`src/rtl/lpr_pkg.sv`:
```
package lpr_pkg;

   localparam int NUM_FRAMES_DEF = 4;
   localparam int PAGE_BITS_DEF  = 8;

   localparam int PAGE_BITS_MAX = 16;
   localparam int SLOT_BITS_MAX = 3;

   localparam int                     COUNT_BITS = 16;
   localparam logic [COUNT_BITS-1:0] COUNT_MAX  = '1;

   typedef struct packed {
      logic                     valid;
      logic [PAGE_BITS_MAX-1:0] page;
      logic                     hit;
      logic [SLOT_BITS_MAX-1:0] hit_slot;
      logic [SLOT_BITS_MAX-1:0] hit_rank;
      logic                     empty;
      logic [SLOT_BITS_MAX-1:0] empty_slot;
      logic [SLOT_BITS_MAX-1:0] empty_rank;
      logic                     lru_any;
      logic [SLOT_BITS_MAX-1:0] lru_slot;
      logic [SLOT_BITS_MAX-1:0] lru_rank;
      logic [PAGE_BITS_MAX-1:0] lru_page;
   } scan_type;

   typedef struct packed {
      logic                     apply;
      logic                     write;
      logic [SLOT_BITS_MAX-1:0] slot;
      logic [SLOT_BITS_MAX-1:0] old_rank;
      logic [PAGE_BITS_MAX-1:0] page;
   } upd_type;

endpackage

```
`src/rtl/lru_page_replacement_core.sv`:
```
// LRU page replacement core. Each request word carries one page id; each response word
// reports whether it faulted, the frame it hit or filled, the page evicted from that frame
// (zero when none) and the saturating fault count. Page zero is ignored and leaves the state
// untouched. A search record walks the chain of frame cells one frame per cycle into a pending
// register, and the response word is registered from it once the response side is free. The
// core stalls new references until the current one has produced its response word.
module lru_page_replacement_core
   import lpr_pkg::*;
#(
   parameter int NUM_FRAMES = NUM_FRAMES_DEF,
   parameter int PAGE_BITS  = PAGE_BITS_DEF
) (
   input  logic                          clock,
   input  logic                          reset,
   input  logic                          req_valid,
   output logic                          req_stall,
   input  logic [PAGE_BITS-1:0]          req_page,
   output logic                          rsp_valid,
   input  logic                          rsp_stall,
   output logic                          rsp_fault,
   output logic [$clog2(NUM_FRAMES)-1:0] rsp_slot,
   output logic [PAGE_BITS-1:0]          rsp_evicted_page,
   output logic [COUNT_BITS-1:0]         rsp_fault_total
);

   localparam int SB = $clog2(NUM_FRAMES);

   scan_type              link_w [NUM_FRAMES+1];
   scan_type              pend_ff;
   upd_type               upd;
   logic                  busy_ff;
   logic                  accept;
   logic                  out_free;
   logic                  finish;
   logic                  zero_page;
   logic                  fault;
   logic [SB-1:0]         slot;
   logic [SB-1:0]         old_rank;
   logic [PAGE_BITS-1:0]  evicted;
   logic [COUNT_BITS-1:0] count_ff;
   logic [COUNT_BITS-1:0] count_in;
   logic                  rsp_valid_ff;
   logic                  rsp_fault_ff;
   logic [SB-1:0]         rsp_slot_ff;
   logic [PAGE_BITS-1:0]  rsp_evicted_ff;
   logic [COUNT_BITS-1:0] rsp_total_ff;

   assign req_stall = busy_ff;
   assign accept    = req_valid && !req_stall;
   assign out_free  = !rsp_valid_ff || !rsp_stall;
   assign finish    = pend_ff.valid && out_free;

   always_comb begin
      link_w[0]       = '0;
      link_w[0].valid = accept;
      link_w[0].page  = PAGE_BITS_MAX'(req_page);
   end

   for (genvar i = 0; i < NUM_FRAMES; i++) begin : g_frame
      lpr_cell #(
         .NUM_FRAMES (NUM_FRAMES),
         .PAGE_BITS  (PAGE_BITS),
         .INDEX      (i)
      ) u_frame (
         .clock  (clock),
         .reset  (reset),
         .scan_i (link_w[i]),
         .upd_i  (upd),
         .scan_o (link_w[i+1])
      );
   end

   always_comb begin
      zero_page = (pend_ff.page[PAGE_BITS-1:0] == '0);
      fault     = !zero_page && !pend_ff.hit;
      evicted   = '0;
      if (zero_page) begin
         slot     = '0;
         old_rank = '0;
      end else if (pend_ff.hit) begin
         slot     = pend_ff.hit_slot[SB-1:0];
         old_rank = pend_ff.hit_rank[SB-1:0];
      end else if (pend_ff.empty) begin
         slot     = pend_ff.empty_slot[SB-1:0];
         old_rank = pend_ff.empty_rank[SB-1:0];
      end else begin
         slot     = pend_ff.lru_slot[SB-1:0];
         old_rank = pend_ff.lru_rank[SB-1:0];
         evicted  = pend_ff.lru_page[PAGE_BITS-1:0];
      end
      count_in = count_ff;
      if (fault && (count_ff != COUNT_MAX)) begin
         count_in = count_ff + COUNT_BITS'(1);
      end
      upd.apply    = finish && !zero_page;
      upd.write    = !pend_ff.hit;
      upd.slot     = SLOT_BITS_MAX'(slot);
      upd.old_rank = SLOT_BITS_MAX'(old_rank);
      upd.page     = pend_ff.page;
   end

   always_ff @(posedge clock) begin
      if (reset) begin
         busy_ff       <= 1'b0;
         pend_ff.valid <= 1'b0;
         count_ff      <= '0;
         rsp_valid_ff  <= 1'b0;
      end else begin
         if (accept) begin
            busy_ff <= 1'b1;
         end else if (finish) begin
            busy_ff <= 1'b0;
         end
         if (link_w[NUM_FRAMES].valid) begin
            pend_ff <= link_w[NUM_FRAMES];
         end else if (finish) begin
            pend_ff.valid <= 1'b0;
         end
         if (finish) begin
            count_ff     <= count_in;
            rsp_valid_ff <= 1'b1;
         end else if (!rsp_stall) begin
            rsp_valid_ff <= 1'b0;
         end
      end
   end

   always_ff @(posedge clock) begin
      if (finish) begin
         rsp_fault_ff   <= fault;
         rsp_slot_ff    <= slot;
         rsp_evicted_ff <= evicted;
         rsp_total_ff   <= count_in;
      end
   end

   assign rsp_valid        = rsp_valid_ff;
   assign rsp_fault        = rsp_fault_ff;
   assign rsp_slot         = rsp_slot_ff;
   assign rsp_evicted_page = rsp_evicted_ff;
   assign rsp_fault_total  = rsp_total_ff;

   a_pend_needs_busy : assert property (@(posedge clock) disable iff (reset)
      pend_ff.valid |-> busy_ff)
      else $error("pending search record without a reference in flight");

   a_finish_gives_rsp : assert property (@(posedge clock) disable iff (reset)
      finish |=> rsp_valid_ff && (rsp_total_ff == count_ff))
      else $error("finished reference did not produce a response word");

   a_count_monotonic : assert property (@(posedge clock) disable iff (reset)
      !$past(reset) |-> count_ff >= $past(count_ff))
      else $error("fault count decreased");

   a_hit_no_evict : assert property (@(posedge clock) disable iff (reset)
      finish && pend_ff.hit |=> !rsp_fault_ff && (rsp_evicted_ff == '0))
      else $error("hit reported a fault or an eviction");

endmodule

```
`src/rtl/lpr_cell.sv`:
```
module lpr_cell
   import lpr_pkg::*;
#(
   parameter int NUM_FRAMES = NUM_FRAMES_DEF,
   parameter int PAGE_BITS  = PAGE_BITS_DEF,
   parameter int INDEX      = 0
) (
   input  logic     clock,
   input  logic     reset,
   input  scan_type scan_i,
   input  upd_type  upd_i,
   output scan_type scan_o
);

   localparam int             SB        = $clog2(NUM_FRAMES);
   localparam logic [SB-1:0] MY_SLOT   = SB'(INDEX);
   localparam logic [SB-1:0] LAST_RANK = SB'(NUM_FRAMES - 1);

   logic [PAGE_BITS-1:0] page_ff;
   logic [SB-1:0]        rank_ff;
   scan_type             scan_in;
   scan_type             scan_ff;

   // Each frame folds its own entry into the search record passing by.
   always_comb begin
      scan_in = scan_i;
      if (!scan_i.hit && (page_ff == scan_i.page[PAGE_BITS-1:0])) begin
         scan_in.hit      = 1'b1;
         scan_in.hit_slot = SLOT_BITS_MAX'(MY_SLOT);
         scan_in.hit_rank = SLOT_BITS_MAX'(rank_ff);
      end
      if (!scan_i.empty && (page_ff == '0)) begin
         scan_in.empty      = 1'b1;
         scan_in.empty_slot = SLOT_BITS_MAX'(MY_SLOT);
         scan_in.empty_rank = SLOT_BITS_MAX'(rank_ff);
      end
      if (!scan_i.lru_any || (rank_ff < scan_i.lru_rank[SB-1:0])) begin
         scan_in.lru_any  = 1'b1;
         scan_in.lru_slot = SLOT_BITS_MAX'(MY_SLOT);
         scan_in.lru_rank = SLOT_BITS_MAX'(rank_ff);
         scan_in.lru_page = PAGE_BITS_MAX'(page_ff);
      end
   end

   always_ff @(posedge clock) begin
      if (reset) begin
         scan_ff.valid <= 1'b0;
      end else begin
         scan_ff <= scan_in;
      end
   end

   always_ff @(posedge clock) begin
      if (reset) begin
         page_ff <= '0;
         rank_ff <= MY_SLOT;
      end else if (upd_i.apply) begin
         if (upd_i.slot[SB-1:0] == MY_SLOT) begin
            rank_ff <= LAST_RANK;
            if (upd_i.write) begin
               page_ff <= upd_i.page[PAGE_BITS-1:0];
            end
         end else if (rank_ff > upd_i.old_rank[SB-1:0]) begin
            rank_ff <= rank_ff - SB'(1);
         end
      end
   end

   assign scan_o = scan_ff;

endmodule
```
`config.mk`:
```
export PLATFORM = sky130hd
export DESIGN_NAME = lru_page_replacement_core
export DESIGN_NICKNAME = d
export VERILOG_FILES = /design/src/rtl/lpr_pkg.sv /design/src/rtl/lru_page_replacement_core.sv /design/src/rtl/lpr_cell.sv
export SDC_FILE = /design/constraint.sdc
export NUM_CORES = 1
export LEC_CHECK = 0
export BUFFER_PORTS_ARGS = -buffer_cell sky130_fd_sc_hd__buf_2
export CAP_MARGIN = 10
export CORE_ASPECT_RATIO = 0.8
export CORE_MARGIN = 2
export CORE_UTILIZATION = 35
export CTS_CLUSTER_DIAMETER = 40
export DETAILED_ROUTE_END_ITERATION = 8
export PLACE_DENSITY = 0.46
export SETUP_SLACK_MARGIN = 0.02
export SLEW_MARGIN = 25
export SYNTH_ARGS = -nofsm -noshare
export SYNTH_HDL_FRONTEND = slang
export SYNTH_HIERARCHICAL = 1
export SYNTH_SLANG_ARGS = --single-unit
```
`constraint.sdc`:
```
create_clock -name clock -period 9.9 [get_ports clock]
set_clock_uncertainty 0.2 [all_clocks]
set_input_delay 1.98 -clock clock [delete_from_list [all_inputs] [get_ports clock]]
set_output_delay 1.98 -clock clock [all_outputs]
set_load 0.05 [all_outputs]
```
==> results_tabular.tex <==
\begin{tabular}{lr}
\hline
Metric & Value \\
\hline
\multicolumn{2}{l}{\textbf{Global route}} \\
\quad Initial antenna violation count & 0 \\
\quad Total congestion overflow & 0 \\
\quad Pin count of the biggest net entering global routing & 73 \\
\quad GR Util All Layers & 13.9\% \\
\quad Wire length of the first global-routing pass & 33,000 um \\
\quad Via count of the first global-routing pass & 5,844 \\
\multicolumn{2}{l}{\textbf{Route}} \\
\quad Met3 routed WL & 1050 um \\
\quad \# DRC & 0 \\
\quad Routed WL & 20,700 um \\
\quad Met2 layer wire length in the routed design & 8730 um \\
\quad Max layer used & met4 \\
\quad Avg WL per Cell & 16.6 um \\
\quad Antenna violation net count after detailed routing & 0 \\
\quad First drt pass iteration count & 4 \\
\quad Via density per instance & 4.71 \\
\quad Vias after detailed routing & 5,875 \\
\quad Metal1 wirelength & 10,500 um \\
\quad Starting DRT DRC Count & 274 \\
\multicolumn{2}{l}{\textbf{Die}} \\
\quad Row count & 56 \\
\quad Core outline area & 29,100 um2 \\
\quad Vertical die dimension & 157 um \\
\quad Die Outline Area & 30,700 um2 \\
\quad Die Wd & 196 um \\
\quad Starting Density & 35.3\% \\
\quad Count of boundary I/O pins & 41 \\
\multicolumn{2}{l}{\textbf{Setup path}} \\
\quad Category of the critical setup timing path & reg2reg \\
\quad Crit path DAT & 3.76 ns \\
\quad Crit path required time & 10.06 ns \\
\quad Element type at the critical path start & flop \\
\quad Critical path fanouts, max & 6 \\
\quad Reg-to-reg critical path startpoint & pend\_ff[38] \\
\quad Setup slack, reg-to-reg & 6.30 ns \\
\quad FF-to-FF End & g\_frame[2].u\_frame/rank\_ff[1] \\
\quad Sort of element at the end of the critical path & flop \\
\quad Depth of the most critical reg-to-reg path & 9 \\
\multicolumn{2}{l}{\textbf{Placed design}} \\
\quad Final weighted congestion in routability-driven placement & 0.784 \\
\quad Half-perimeter wire length of the detailed placement result & 14,700 um \\
\quad Number of input and output port buffers inserted & 40 \\
\multicolumn{2}{l}{\textbf{Pwr}} \\
\quad Max VDD drop & 0.0938 mV \\
\quad Power density over the cells & 202 nW/um2 \\
\quad Total leakage power & 4.47 nW \\
\quad Total design power & 2.44 mW \\
\multicolumn{2}{l}{\textbf{STA}} \\
\quad Period utilization & 36.4\% \\
\quad Final critical-path required period & 3.60 ns \\
\quad Setup repair after global routing missed its margin & false \\
\quad Final setup vio count & 0 \\
\quad Measured slew at the worst slew-check pin & 0.888 ns \\
\quad Achievable clock frequency & 278 MHz \\
\quad Max-slew violation total from the final report & 0 \\
\quad Worst max-slew margin expressed relative to the limit & 40.8\% \\
\quad Number of hold violations in the final report & 0 \\
\quad Post-Route Setup TNS & 0 ns \\
\multicolumn{2}{l}{\textbf{Run status}} \\
\quad Run status & finished, final reports clean \\
\multicolumn{2}{l}{\textbf{Cells and area}} \\
\quad Filler cells & 2,689 \\
\quad Net total in the final layout & 872 \\
\quad Final core utilization & 41.6\% \\
\quad Fraction of layout cells with a size suffix above 1 & 20.1\% \\
\quad Inserted Diodes & 0 \\
\quad Area growth from synthesis to layout & 17.7\% \\
\multicolumn{2}{l}{\textbf{Clocking}} \\
\quad Post-cts sizing count & 0 \\
\quad TritonCTS clock tree & done \\
\quad Clk sink count & 243 \\
\quad CTS clock-pin slew for the worst setup and hold paths & 0.06 ns \\
\quad CTS Hold Bufs & 0 \\
\quad Root cell of the clock tree & sky130\_fd\_sc\_hd\_\_clkbuf\_16 \\
\quad TritonCTS buffer count & 34 \\
\quad Number of setup buffers added after CTS & 0 \\
\quad Maximum buffer depth of the clock tree & 3 \\
\quad H-tree levels & 2 \\
\quad Clk\_lat worst skew & 0.49 ns \\
\multicolumn{2}{l}{\textbf{Worst hold path}} \\
\quad Hold crit path type & reg2reg \\
\quad Worst hold endpoint & pend\_ff[41] \\
\quad Depth of the worst hold-timing path & 0 \\
\quad Start point of the worst hold path & g\_frame[3].u\_frame/scan\_o[41] \\
\multicolumn{2}{l}{\textbf{Logic synthesis}} \\
\quad Mean instance size in the synthesized netlist & 13.3 um2 \\
\quad Number of warnings printed during yosys synthesis & 6 \\
\quad Number of instances in the synthesized netlist & 772 \\
\quad Area of the mapped netlist & 10,300 um2 \\
\multicolumn{2}{l}{\textbf{Flow run}} \\
\quad Max-cap viol count & 0 \\
\hline
\end{tabular}
critical path, cell delays in order (launching register included):
cell and delay, ns:
sky130_fd_sc_hd__edfxtp_1 0.55, sky130_fd_sc_hd__or4_1 0.80, sky130_fd_sc_hd__nor2_1 0.39, sky130_fd_sc_hd__nor2_1 0.22
sky130_fd_sc_hd__inv_1 0.10, sky130_fd_sc_hd__ha_1 0.24, sky130_fd_sc_hd__nor2b_1 0.14, sky130_fd_sc_hd__o211a_1 0.23
sky130_fd_sc_hd__nor3b_1 0.14, sky130_fd_sc_hd__or4_1 0.46
final cells by class:
class	instances	area, um2	area share (%)
clock buffer	44	993	8.22
clock inverter	15	173	1.43
inverter	22	82.6	0.683
multi-input combinational	500	3450	28.6
sequential	243	6670	55.2
tap	377	472	3.90
timing repair buffer	46	245	2.03
layer usage:
metal,GRT usage (%),vias to the layer above
li1,-,2939
met1,20.2,2757
met2,20.7,134
met3,2.85,45
met4,4.91,0
met5,0,-
worst max-delay path by stage:
stage	start	end	slack, ns	cells past startpoint
after global routing	pend_ff[38]	g_frame[0].u_frame/page_ff[5]	6.13	7
after CTS	reset	g_frame[2].u_frame/scan_o[44]	6.19	3
after detailed placement	reset	g_frame[2].u_frame/scan_o[44]	5.68	3
after global placement	reset	g_frame[0].u_frame/scan_o[22]	5.70	3
final	pend_ff[38]	g_frame[2].u_frame/rank_ff[1]	6.30	9
after floorplan	reset	pend_ff[0]	5.74	2
state kept, by name (all words and copies together) (netlist names), 2 cells and up:
name / cells
g_frame.u_frame/page_ff: 32
g_frame.u_frame/rank_ff: 8
g_frame.u_frame/scan_o: 127
pend_ff: 31
count_ff: 16
rsp_slot: 2
rsp_fault_total: 16
rsp_evicted_page: 8
cells in the final DEF, fill, tap and decap left out, types with 14 or more instances in the layout:
cell type and count:
sky130_fd_sc_hd__edfxtp_1 180, sky130_fd_sc_hd__nand2_1 71, sky130_fd_sc_hd__dfxtp_1 63, sky130_fd_sc_hd__mux2_2 44
sky130_fd_sc_hd__buf_2 40, sky130_fd_sc_hd__a21oi_1 39, sky130_fd_sc_hd__clkbuf_16 38, sky130_fd_sc_hd__nor2_1 34
sky130_fd_sc_hd__xnor2_1 30, sky130_fd_sc_hd__conb_1 29, sky130_fd_sc_hd__and2_1 20, sky130_fd_sc_hd__inv_1 17
sky130_fd_sc_hd__nor2b_1 17, sky130_fd_sc_hd__xor2_1 16, sky130_fd_sc_hd__nand3_1 16, sky130_fd_sc_hd__nor3_1 15
sky130_fd_sc_hd__mux2i_1 14
where the power goes:
part,switching [mW],internal (mW),total [mW],leakage [nW]
registers,0.0149,1.13,1.15,2.25
logic,0.0412,0.0282,0.0694,1.63
clock network,0.436,0.790,1.23,0.580
per-stage QoR:
step	hold WS, ns	instance area (um2)	instances	setup WS, ns
global placement	0.202	10900	1188	5.70
CTS	0.214	12100	1247	6.19
floorplan	0.200	10400	797	5.74
global route	0.213	12100	1247	6.13
detailed placement	0.205	10900	1188	5.68
finish	0.215	12100	1247	6.30
Note: power is estimated with default switching activity, not from simulation.
